$ cat config.mk
export PLATFORM = sky130hd
export DESIGN_NAME = stuffed_frame_receiver_crc8
export DESIGN_NICKNAME = d
export VERILOG_FILES = /design/src/design/sfr_pkg.sv /design/src/design/sfr_ram.sv /design/src/design/sfr_front.sv /design/src/design/sfr_queue.sv /design/src/design/sfr_back.sv /design/src/design/stuffed_frame_receiver_crc8.sv
export SDC_FILE = /design/constraint.sdc
export NUM_CORES = 1
export LEC_CHECK = 0
export ABC_AREA = 1
export BUFFER_PORTS_ARGS = -buffer_cell sky130_fd_sc_hd__clkbuf_2
export CAP_MARGIN = 25
export CORE_MARGIN = 1
export CORE_UTILIZATION = 62
export CTS_CLUSTER_SIZE = 8
export DETAILED_ROUTE_END_ITERATION = 8
export PLACE_DENSITY = 0.79
export SETUP_SLACK_MARGIN = 0.5
export SLEW_MARGIN = 20
export SYNTH_ARGS = -nofsm -noshare
export SYNTH_HDL_FRONTEND = slang
export SYNTH_SLANG_ARGS = --single-unit
export TNS_END_PERCENT = 20
$ cat constraint.sdc
create_clock -name clk -period 2.5 [get_ports clk]
set_input_delay 0.5 -clock clk [delete_from_list [all_inputs] [get_ports clk]]
set_output_delay 0.5 -clock clk [all_outputs]
set_load 0.01 [all_outputs]
$ cat src/design/sfr_pkg.sv
// Shared types, constants and the CRC-8 step for the stuffed frame receiver.
package sfr_pkg;

    localparam int FRAME_BYTES_DEF = 32;

    localparam logic [7:0] ESC_BYTE  = 8'hDC;
    localparam logic [7:0] ESC_FLIP  = 8'h80;
    localparam logic [7:0] TERM_BYTE = 8'h0A;
    localparam int         MIN_STORED = 5;

    localparam int CFG_IDX_W = 1;
    localparam logic [CFG_IDX_W-1:0] REG_OWN_ADDRESS = 1'b0;
    localparam logic [CFG_IDX_W-1:0] REG_FILTER_ON   = 1'b1;

    localparam logic [2:0] STAT_OK        = 3'd0;
    localparam logic [2:0] STAT_OVERFLOW  = 3'd1;
    localparam logic [2:0] STAT_SHORT     = 3'd2;
    localparam logic [2:0] STAT_CRC       = 3'd3;
    localparam logic [2:0] STAT_ADDRESS   = 3'd4;

    // classified word passed from front to back
    typedef struct packed {
        logic       is_term;
        logic [7:0] value;
    } item_t;

    typedef struct packed {
        logic [7:0] own_address;
        logic       filter_on;
    } cfg_t;

    typedef struct packed {
        logic [7:0] data_byte;
        logic [4:0] byte_index;
        logic       has_data;
        logic [2:0] frame_status;
        logic       last;
    } result_t;

    // CRC-8, polynomial 0x07, MSB first
    function automatic logic [7:0] crc8_step(input logic [7:0] crc, input logic [7:0] data);
        logic [7:0] v;
        v = crc ^ data;
        for (int b = 0; b < 8; b++)
        begin
            if (v[7])
            begin
                v = {v[6:0], 1'b0} ^ 8'h07;
            end
            else
            begin
                v = {v[6:0], 1'b0};
            end
        end
        return v;
    endfunction

endpackage

$ cat src/design/sfr_ram.sv
// Generic single-write, single-read RAM with registered read data.
module sfr_ram #(
    parameter int WIDTH = 8,
    parameter int DEPTH = 32
) (
    input  logic                     clk,
    input  logic                     we,
    input  logic [$clog2(DEPTH)-1:0] waddr,
    input  logic [WIDTH-1:0]         wdata,
    input  logic [$clog2(DEPTH)-1:0] raddr,
    output logic [WIDTH-1:0]         rdata
);

    logic [WIDTH-1:0] mem [DEPTH];

    always_ff @(posedge clk)
    begin
        if (we)
        begin
            mem[waddr] <= wdata;
        end
        rdata <= mem[raddr];
    end

endmodule

$ cat src/design/sfr_front.sv
// Front end: removes byte stuffing and classifies each word as data or terminator.
module sfr_front (
    input  logic          clk,
    input  logic          rst_n,
    input  logic          in_valid,
    output logic          in_ready,
    input  logic [7:0]    in_data,
    output logic          push_valid,
    input  logic          push_ready,
    output sfr_pkg::item_t push_item
);

    import sfr_pkg::*;

    logic esc_reg;
    logic esc_next;
    logic is_esc;

    assign in_ready = push_ready;
    assign is_esc   = !esc_reg && (in_data == ESC_BYTE);

    always_comb
    begin
        push_valid        = in_valid && !is_esc;
        push_item.is_term = !esc_reg && (in_data == TERM_BYTE);
        push_item.value   = esc_reg ? (in_data ^ ESC_FLIP) : in_data;
        esc_next          = esc_reg;
        if (in_valid && push_ready)
        begin
            esc_next = is_esc;
        end
    end

    always_ff @(posedge clk or negedge rst_n)
    begin
        if (!rst_n)
        begin
            esc_reg <= 1'b0;
        end
        else
        begin
            esc_reg <= esc_next;
        end
    end

endmodule

$ cat src/design/sfr_queue.sv
// Two-entry queue of classified words between front and back.
module sfr_queue (
    input  logic           clk,
    input  logic           rst_n,
    input  logic           push_valid,
    output logic           push_ready,
    input  sfr_pkg::item_t push_item,
    output logic           pop_valid,
    input  logic           pop_ready,
    output sfr_pkg::item_t pop_item
);

    import sfr_pkg::*;

    item_t      slot_reg [2];
    logic       wr_ptr_reg;
    logic       rd_ptr_reg;
    logic [1:0] fill_reg;
    logic       do_push;
    logic       do_pop;

    assign push_ready = (fill_reg != 2'd2);
    assign pop_valid  = (fill_reg != 2'd0);
    assign pop_item   = slot_reg[rd_ptr_reg];
    assign do_push    = push_valid && push_ready;
    assign do_pop     = pop_valid && pop_ready;

    always_ff @(posedge clk or negedge rst_n)
    begin
        if (!rst_n)
        begin
            wr_ptr_reg <= 1'b0;
            rd_ptr_reg <= 1'b0;
            fill_reg   <= 2'd0;
        end
        else
        begin
            if (do_push)
            begin
                wr_ptr_reg <= !wr_ptr_reg;
            end
            if (do_pop)
            begin
                rd_ptr_reg <= !rd_ptr_reg;
            end
            if (do_push && !do_pop)
            begin
                fill_reg <= fill_reg + 2'd1;
            end
            else if (do_pop && !do_push)
            begin
                fill_reg <= fill_reg - 2'd1;
            end
        end
    end

    always_ff @(posedge clk)
    begin
        if (do_push)
        begin
            slot_reg[wr_ptr_reg] <= push_item;
        end
    end

endmodule

$ cat src/design/sfr_back.sv
// Back end: frame store, CRC, terminator checks and result emission.
module sfr_back #(
    parameter int FRAME_BYTES = sfr_pkg::FRAME_BYTES_DEF
) (
    input  logic             clk,
    input  logic             rst_n,
    input  logic             pop_valid,
    output logic             pop_ready,
    input  sfr_pkg::item_t   pop_item,
    input  sfr_pkg::cfg_t    cfg,
    output logic             out_valid,
    input  logic             out_ready,
    output sfr_pkg::result_t out_result
);

    import sfr_pkg::*;

    localparam int AW = $clog2(FRAME_BYTES);
    localparam int CW = $clog2(FRAME_BYTES + 1);

    typedef enum logic [1:0] {
        ST_IDLE,
        ST_STATUS,
        ST_EMIT
    } state_t;

    state_t        state_reg,     state_next;
    logic [CW-1:0] count_reg,     count_next;
    logic [7:0]    crc_reg,       crc_next;
    logic          discard_reg,   discard_next;
    logic [7:0]    byte1_reg,     byte1_next;
    logic [2:0]    status_reg,    status_next;
    logic [AW-1:0] idx_reg,       idx_next;
    logic [AW-1:0] last_idx_reg,  last_idx_next;
    logic          rd_ok_reg,     rd_ok_next;
    logic          out_valid_reg, out_valid_next;
    result_t       out_reg,       out_next;

    logic          ram_we;
    logic [7:0]    ram_rdata;
    logic          out_free;
    logic          take;
    logic [2:0]    term_status;

    assign pop_ready  = (state_reg == ST_IDLE);
    assign take       = pop_valid && pop_ready;
    assign out_free   = !out_valid_reg || out_ready;
    assign out_valid  = out_valid_reg;
    assign out_result = out_reg;

    sfr_ram #(
        .WIDTH(8),
        .DEPTH(FRAME_BYTES)
    ) u_store (
        .clk   (clk),
        .we    (ram_we),
        .waddr (count_reg[AW-1:0]),
        .wdata (pop_item.value),
        .raddr (idx_reg),
        .rdata (ram_rdata)
    );

    always_comb
    begin
        if (discard_reg)
        begin
            term_status = STAT_OVERFLOW;
        end
        else if (count_reg < CW'(MIN_STORED))
        begin
            term_status = STAT_SHORT;
        end
        else if (crc_reg != 8'h00)
        begin
            term_status = STAT_CRC;
        end
        else if (cfg.filter_on && (byte1_reg != cfg.own_address))
        begin
            term_status = STAT_ADDRESS;
        end
        else
        begin
            term_status = STAT_OK;
        end
    end

    always_comb
    begin
        state_next     = state_reg;
        count_next     = count_reg;
        crc_next       = crc_reg;
        discard_next   = discard_reg;
        byte1_next     = byte1_reg;
        status_next    = status_reg;
        idx_next       = idx_reg;
        last_idx_next  = last_idx_reg;
        rd_ok_next     = 1'b1;
        out_valid_next = out_valid_reg && !out_ready;
        out_next       = out_reg;
        ram_we         = 1'b0;

        case (state_reg)
            ST_IDLE:
            begin
                if (take && !pop_item.is_term && !discard_reg)
                begin
                    if (count_reg == CW'(FRAME_BYTES))
                    begin
                        discard_next = 1'b1;
                    end
                    else
                    begin
                        ram_we     = 1'b1;
                        count_next = count_reg + CW'(1);
                        crc_next   = crc8_step(crc_reg, pop_item.value);
                        if (count_reg == CW'(1))
                        begin
                            byte1_next = pop_item.value;
                        end
                    end
                end
                else if (take && pop_item.is_term)
                begin
                    count_next    = '0;
                    crc_next      = 8'h00;
                    discard_next  = 1'b0;
                    status_next   = term_status;
                    idx_next      = '0;
                    last_idx_next = AW'(count_reg - CW'(2));
                    rd_ok_next    = 1'b0;
                    state_next    = (term_status == STAT_OK) ? ST_EMIT : ST_STATUS;
                end
            end
            ST_STATUS:
            begin
                if (out_free)
                begin
                    out_valid_next          = 1'b1;
                    out_next.data_byte      = 8'h00;
                    out_next.byte_index     = 5'd0;
                    out_next.has_data       = 1'b0;
                    out_next.frame_status   = status_reg;
                    out_next.last           = 1'b1;
                    state_next              = ST_IDLE;
                end
            end
            ST_EMIT:
            begin
                if (rd_ok_reg && out_free)
                begin
                    out_valid_next          = 1'b1;
                    out_next.data_byte      = ram_rdata;
                    out_next.byte_index     = 5'(idx_reg);
                    out_next.has_data       = 1'b1;
                    out_next.frame_status   = STAT_OK;
                    out_next.last           = (idx_reg == last_idx_reg);
                    idx_next                = idx_reg + AW'(1);
                    rd_ok_next              = 1'b0;
                    if (idx_reg == last_idx_reg)
                    begin
                        state_next = ST_IDLE;
                    end
                end
            end
            default:
            begin
                state_next = ST_IDLE;
            end
        endcase
    end

    always_ff @(posedge clk or negedge rst_n)
    begin
        if (!rst_n)
        begin
            state_reg     <= ST_IDLE;
            count_reg     <= '0;
            crc_reg       <= 8'h00;
            discard_reg   <= 1'b0;
            byte1_reg     <= 8'h00;
            status_reg    <= STAT_OK;
            idx_reg       <= '0;
            last_idx_reg  <= '0;
            rd_ok_reg     <= 1'b0;
            out_valid_reg <= 1'b0;
            out_reg       <= '0;
        end
        else
        begin
            state_reg     <= state_next;
            count_reg     <= count_next;
            crc_reg       <= crc_next;
            discard_reg   <= discard_next;
            byte1_reg     <= byte1_next;
            status_reg    <= status_next;
            idx_reg       <= idx_next;
            last_idx_reg  <= last_idx_next;
            rd_ok_reg     <= rd_ok_next;
            out_valid_reg <= out_valid_next;
            out_reg       <= out_next;
        end
    end

endmodule

$ cat src/design/stuffed_frame_receiver_crc8.sv
// Top level of the byte-stuffed frame receiver with CRC-8 check.
// Raw line bytes are taken at one word per cycle while the two-entry queue
// has room; an escape byte (0xDC) flips bit 7 of the next byte and a plain
// newline ends the frame. Each data byte is written to the store and
// updates the CRC. At a newline the frame is checked; a bad frame gives
// one status word, a good one replays its stored bytes without the CRC,
// each through a store read and then the output register, the next byte
// being read only after the previous one is registered for output. The
// output register lets the back end run ahead by one word under stall.
// The store holds FRAME_BYTES bytes; more bytes mark the frame as overflowed
// and are dropped up to the newline. Configuration takes effect at the next
// newline and is always accepted.
module stuffed_frame_receiver_crc8 #(
    parameter int FRAME_BYTES = sfr_pkg::FRAME_BYTES_DEF
) (
    input  logic                          clk,
    input  logic                          rst_n,
    input  logic                          s_axis_tvalid,
    output logic                          s_axis_tready,
    input  logic [7:0]                    s_axis_tdata,   // [7:0] rx_byte
    output logic                          m_axis_tvalid,
    input  logic                          m_axis_tready,
    output logic [15:0]                   m_axis_tdata,   // [7:0] data_byte, [12:8] byte_index
    output logic [3:0]                    m_axis_tuser,   // [0] has_data, [3:1] frame_status
    output logic                          m_axis_tlast,
    input  logic                          cfg_valid,
    output logic                          cfg_ready,
    input  logic [sfr_pkg::CFG_IDX_W-1:0] cfg_index,
    input  logic [7:0]                    cfg_data
);

    import sfr_pkg::*;

    cfg_t    cfg_reg;
    logic    push_valid;
    logic    push_ready;
    item_t   push_item;
    logic    pop_valid;
    logic    pop_ready;
    item_t   pop_item;
    result_t result;

    assign cfg_ready = 1'b1;

    always_ff @(posedge clk or negedge rst_n)
    begin
        if (!rst_n)
        begin
            cfg_reg.own_address <= 8'h00;
            cfg_reg.filter_on   <= 1'b1;
        end
        else if (cfg_valid && cfg_ready)
        begin
            case (cfg_index)
                REG_OWN_ADDRESS: cfg_reg.own_address <= cfg_data;
                REG_FILTER_ON:   cfg_reg.filter_on   <= cfg_data[0];
                default:         cfg_reg             <= cfg_reg;
            endcase
        end
    end

    sfr_front u_front (
        .clk        (clk),
        .rst_n      (rst_n),
        .in_valid   (s_axis_tvalid),
        .in_ready   (s_axis_tready),
        .in_data    (s_axis_tdata),
        .push_valid (push_valid),
        .push_ready (push_ready),
        .push_item  (push_item)
    );

    sfr_queue u_queue (
        .clk        (clk),
        .rst_n      (rst_n),
        .push_valid (push_valid),
        .push_ready (push_ready),
        .push_item  (push_item),
        .pop_valid  (pop_valid),
        .pop_ready  (pop_ready),
        .pop_item   (pop_item)
    );

    sfr_back #(
        .FRAME_BYTES(FRAME_BYTES)
    ) u_back (
        .clk        (clk),
        .rst_n      (rst_n),
        .pop_valid  (pop_valid),
        .pop_ready  (pop_ready),
        .pop_item   (pop_item),
        .cfg        (cfg_reg),
        .out_valid  (m_axis_tvalid),
        .out_ready  (m_axis_tready),
        .out_result (result)
    );

    assign m_axis_tdata = {3'b000, result.byte_index, result.data_byte};
    assign m_axis_tuser = {result.frame_status, result.has_data};
    assign m_axis_tlast = result.last;

endmodule

Yosys cells after proc, flatten, opt, wreduce, memory -nomap -nowiden:

Memories as Yosys holds them, arrays and structs flattened. A register that Yosys moved wholly into a read port is not among the register bits.
Index checks and enable logic that the tools add are counted.

* latch bits: 0
* flip-flop bits (word level): 72
* logic and storage cells: 173
* memories: 2
* bits in read-only memories: 0
* memory bits (writable): 274

* shift-type cells: 0
* muxes and demuxes: 73
* reductions and logical operators: 42
* add/subtract/negate cells: 5
* bitwise logic cells: 13
* multipliers: 0
* equality and inequality tests: 16
* divide/modulo/power cells: 0
* $lt $le $gt $ge: 1

Memories
* u_back.u_store.mem: depth 32, bits a word 8, read ports 1, clocked after memory_dff 1, wr ports 1, line sfr_ram.sv:14 `logic [WIDTH-1:0] mem [DEPTH];`
* u_queue.slot_reg: depth 2, bits a word 9, read ports 1, clocked after memory_dff 0, wr ports 1, line sfr_queue.sv:15 `item_t slot_reg [2];`

Operator list (number)
* two-way mux 8 bit: 25
* two-way mux 18 bit: 2
* two-way mux 3 bit: 12
* one-hot mux 18 bit (2 select lines): 1
* inverter 3 bit: 8
* two-way mux 6 bit: 3
* two-way mux 2 bit: 8
* two-way mux 1 bit: 15
* two-way mux 5 bit: 3
* logical AND 1 bit: 14
* AND reduction 3 bit: 4
* zero test 1 bit: 10
* != test 2 bit, second input constant: 5
* one-hot mux 5 bit (2 select lines): 1
* nonzero test 2 bit: 5
* == test 8 x 4 -> 1 bit, second input constant: 1
* == test 8 bit, second input constant: 1
* != test 8 bit: 1
* AND reduction 4 bit: 2
* nonzero test 8 bit: 1
* XOR 8 bit: 1
* adder 6 x 1 -> 6 bit, second input constant: 1
* == test 6 x 1 -> 1 bit, second input constant: 1
* == test 6 bit, second input constant: 1
* 17 further kinds: 24

Longest topological paths before layout:

An unclocked memory read counts as a cell.

* depth after elaboration: 41
* gate-level depth with buffers: 12

By module:

Synthesis repeated with hierarchy kept, for this count alone.

* cells, all modules: 1483
* area, all modules: 15462.3 um^2

By module, submodules not included
* sfr_ram: times used 1, area each 10786.6 um^2, cells an instance 922
* sfr_back: times used 1, area each 3178.0 um^2, cells an instance 408
* sfr_queue: times used 1, area each 898.4 um^2, cells an instance 75
* stuffed_frame_receiver_crc8: times used 1, area each 406.6 um^2, cells an instance 46
* sfr_front: times used 1, area each 192.7 um^2, cells an instance 32

Worst setup path before layout:

Ideal clock, no wire load.

* path kind: reg2reg
* from: register u_back.state_reg[0]
* to: memory u_back.u_store.mem[27][0], enable pin
* data required time: 2.130 ns
* data arrival time: 1.754 ns
* cell stages (with the launch flop): 10
* path slack: 0.376 ns
* path through: dfrtp_1 inv_1 ha_1 o21ai_2 nor2_2 nand2_4 nor2_4 buf_4 nand2_2 nor2_1

* cells in the longest elaborated chain, start to end: 8

RTL lines
* from (decl): line sfr_back.sv:27 `state_t state_reg, state_next;`
* from (signal assigned): line sfr_back.sv:190 `state_reg <= state_next;`
* zero test 2 bit *: line sfr_back.sv:45, sfr_back.sv:102
* logical AND 1 bit: line sfr_back.sv:46 `assign take = pop_valid && pop_ready;`
* logical AND 1 bit (2 in a row): line sfr_back.sv:105 `if (take && !pop_item.is_term && !discard_reg)`
* two-way mux 1 bit: line sfr_back.sv:105
* two-way mux 1 bit *: line sfr_back.sv:102 `case (state_reg)`
* two-way mux 1 bit *: line sfr_ram.sv:18 `if (we)`
* two-way mux 1 bit (implied by the code) *: line sfr_ram.sv:20 `mem[waddr] <= wdata;`
* to (decl): line sfr_ram.sv:14

Every way passes the cells marked *; elsewhere a longest branch is shown, timed or not.

Worst setup path in the final report:

* from: register u_back.count_reg[2]
* to: memory u_back.u_store.mem[17][2], enable pin

* cells in the longest elaborated chain, start to end: 6

RTL lines
* from (decl): line sfr_back.sv:28 `logic [CW-1:0] count_reg, count_next;`
* from (signal assigned): line sfr_back.sv:191 `count_reg <= count_next;`
* == test 6 bit: line sfr_back.sv:107 `if (count_reg == CW'(FRAME_BYTES))`
* two-way mux 1 bit: line sfr_back.sv:107
* two-way mux 1 bit: line sfr_back.sv:105
* two-way mux 1 bit: line sfr_back.sv:102
* two-way mux 1 bit: line sfr_ram.sv:18
* two-way mux 1 bit (implied by the code): line sfr_ram.sv:20

Parallel ways exist; a longest one is shown, timed or not.

==> results.tsv <==
stage	metric	value	unit
worst_setup_path	path_class	reg2reg	
die	dieArea	24570	µm²
sta	post-route-period-util	80.17	%
placement	dp.cells	1673	
sta	setup_viol	0	
yosys	ys_types	42	
worst_setup_path	critPathLaunchType	flip-flop	
die	core	23470	µm²
power	p_per_area	1089	nW/µm²
final_layout	area.growth.synth_to_final	16.83	%
sta	finalMaxSlewViolations	0	
power	p_int	12760	µW
sta	layout_min_cycle_time	2.004	ns
power	swShare	32.47	%
placement	placed_area	15660	µm²
power	power_frac_comb	26.0	%
worst_hold_path	hp-class	in2async	
final_layout	fin_util	73.91	%
worst_setup_path	r2r_cells	11	
die	fp.dieH	156.8	µm
yosys	synth-main-ff-cell	edfxtp_1	
yosys	synth-edff-count	274	
route	vias	10755	
worst_setup_path	crit_arrival	2.26	ns
yosys	syn_avg_cell_area	11.33	µm²
sta	setup_tns	0	ns
sta	worst_pin_slew	0.8547	ns
run	maxCapViolCount	0	
route	drc	0	
sta	fmax	498.9	MHz
route	firstDrtPassIters	5	
placement	dp_hpwl	22270	µm
worst_setup_path	crit_required	2.75	ns
cts	cts_tree	built	
yosys	synth_commonest_cells	edfxtp_1 (274), nand2_1 (228), nor2_1 (196)	
worst_setup_path	cp_max_fo	8	
final_layout	final_area	17350	µm²
power	p_leak	0.006678	µW
grt	antenna_found_initial	0	
power	p_seq_share	42.5	%
yosys	yosys.area.top_type_share	55.41	%
cts	clk_pin_slew	0.05	ns
yosys	synth_warnings	0	
route	drt-initial-drc-count	1524	
grt	grt_usage	30.54	%
die	rows	56	
die	io_pins	46	
yosys	synth_area_leaders	edfxtp_1 (55%), dfrtp_1 (12%), nand2_1 (5.8%), o21ai_0 (5.3%), nor2_1 (5.0%)	
worst_setup_path	end_kind	flip-flop	
cts	clk_latency	0.56	ns
yosys	yosysTopAreaCell	edfxtp_1	
run_status	status	completed	
final_layout	nets	1456	
sta	rsz0062_at_grt	true	
grt	overflow	0	
worst_setup_path	reg2reg_to	u_back.u_store.mem[17][2]$_DFFE_PP_	
placement	io_buffers	41	
final_layout	antennaDiodeCount	0	
power	ir_drop	1.027	mV
power	switching_power	6133	µW
route	wl	37520	µm
cts	htreeDepth	2	
grt	grt_pass1_wl	55280	µm
cts	numCtsBuffers	50	
grt	grt_pass1_vias	10154	
yosys	synthArstFlopShare	20.34	%
final_layout	fin_cells	1763	
yosys	netlist_area	14850	µm²
yosys	postSynthCellCount	1311	
power	clkPwrFrac	31.5	%
yosys	synth.yosys.seq_area_share	68.63	%
worst_setup_path	r2r_slack	0.50	ns
sta	finalClockSkew	0.02329	ns
sta	hold_viol_final	0	
worst_setup_path	regToRegStartpoint	u_back.count_reg[2]$_DFFE_PN0P_	
power	finalPower	18890	µW
cts	clockBufferDepth	3	
yosys	synth-seq-cells	354	
placement	gp_congestion	0.9433	
final_layout	drive_above_1_share	17.04	%
final_layout	largest_register_ffs	256	
route	ant_nets	0	
grt	grt_max_degree	78	
die	start_util	63.26	%
cts	cts.sinks	354	
die	die_w	156.8	µm
route	wl_per_cell	21.28	µm
sta	slew_headroom	43.02	%
final_layout	fillers	1412	
cts	cts_root_buffer	clkbuf_16	
cts	cts_hold_buf	0	
yosys	synth.most_common_cell	edfxtp_1	
route	via_per_inst	6.100	
cells by family after synthesis:
kind of cell | after synthesis | share of synthesized area (%)
AND/OR/NAND/NOR | 536 | 14.98
flip-flops | 354 | 68.63
AO/OA/AOI/OAI | 247 | 9.412
buffers and inverters | 132 | 3.918
XOR/XNOR | 21 | 1.466
adder cells (fa/ha/maj) | 12 | 1.011
multiplexers | 7 | 0.5309
other | 2 | 0.05057
worst max path at each step:
| stage | start | end | depth (start not counted) |
|---|---|---|---|
| 2_1_floorplan | u_back.state_reg[0]$_DFFE_PN0P_ | u_back.u_store.mem[27][0]$_DFFE_PP_ | 9 |
| 3_3_place_gp | u_back.state_reg[0]$_DFFE_PN0P_ | u_back.u_store.mem[2][0]$_DFFE_PP_ | 9 |
| 3_5_place_dp | u_back.state_reg[0]$_DFFE_PN0P_ | u_back.u_store.mem[6][0]$_DFFE_PP_ | 9 |
| 4_1_cts | u_back.count_reg[0]$_DFFE_PN0P_ | u_back.u_store.mem[17][2]$_DFFE_PP_ | 11 |
| 5_1_grt | u_queue.rd_ptr_reg$_DFFE_PN0P_ | u_back.crc_reg[1]$_DFFE_PN0P_ | 13 |
| 6_report | u_back.count_reg[2]$_DFFE_PN0P_ | u_back.u_store.mem[17][2]$_DFFE_PP_ | 11 |
critical path, cell delays in order, from the launching register on:
cell	delay, ns
dfrtp_2	0.44
inv_2	0.11
nand2_1	0.11
inv_1	0.09
nand3_2	0.10
inv_2	0.06
nor2_4	0.12
buf_12	0.14
nand2_2	0.08
buf_12	0.17
nor2_2	0.10
buf_4	0.18
cell type report:
type,instances,area [µm²],area share [%]
Sequential cell,354,10200,58.79
Multi-Input combinational cell,827,4222,24.33
Clock buffer,70,1326,7.645
Timing Repair Buffer,120,897.1,5.171
Tap cell,319,399.1,2.301
Inverter,69,262.8,1.514
Clock inverter,4,42.54,0.2452
what timing repair did:
action | 4_1_cts | 5_1_grt
buffers inserted | 5 | 11
pin swaps | 2 | 6
gates resized for setup | 14 | 42
endpoints found under the setup margin | 262 | 267
endpoints found under the hold margin | 0 | 0
per-stage QoR:
stage | hold WS [ns] | worst slack [ns]
2_1_floorplan | 0.2044 | 0.3762
3_3_place_gp | 0.4607 | 0.2270
3_5_place_dp | 0.4682 | 0.1708
4_1_cts | 0.07823 | 0.4225
5_1_grt | 0.1181 | 0.4248
6_report | 0.04840 | 0.4957
layout by cell type, fill, tap and decap left out, types with 13 or more instances in the layout:
| cell | Yosys | routed |
|---|---|---|
| a21oi_1 | 19 | 19 |
| buf_4 | 9 | 67 |
| clkbuf_1 | 27 | 20 |
| clkbuf_16 | 0 | 50 |
| clkbuf_2 | 1 | 40 |
| dfrtp_1 | 71 | 66 |
| edfxtp_1 | 274 | 274 |
| inv_1 | 58 | 51 |
| nand2_1 | 228 | 225 |
| nand3_1 | 77 | 76 |
| nor2_1 | 196 | 180 |
| nor2_2 | 2 | 13 |
| o211ai_1 | 16 | 16 |
| o21ai_0 | 156 | 156 |
| o221ai_1 | 16 | 16 |
| o22ai_1 | 22 | 22 |
routing by layer:
layer / up-vias / wire length (µm) / track usage, %
met5: - / 0 / 0
met4: 0 / 1698 / 16.29
met3: 128 / 3615 / 5.372
met2: 694 / 18180 / 49.78
met1: 5140 / 14020 / 39.28
li1: 4793 / - / -
power groups by stage:
stage          combinational, µW  clock, µW  sequential, µW
2_1_floorplan               2730          0            8040
3_3_place_gp                4180          0            8090
3_5_place_dp                4280          0            8110
4_1_cts                     4440       5980            8000
5_1_grt                     5300       6210            8070
6_report                    4910       5950            8030
(Power assumes the default switching activity.)
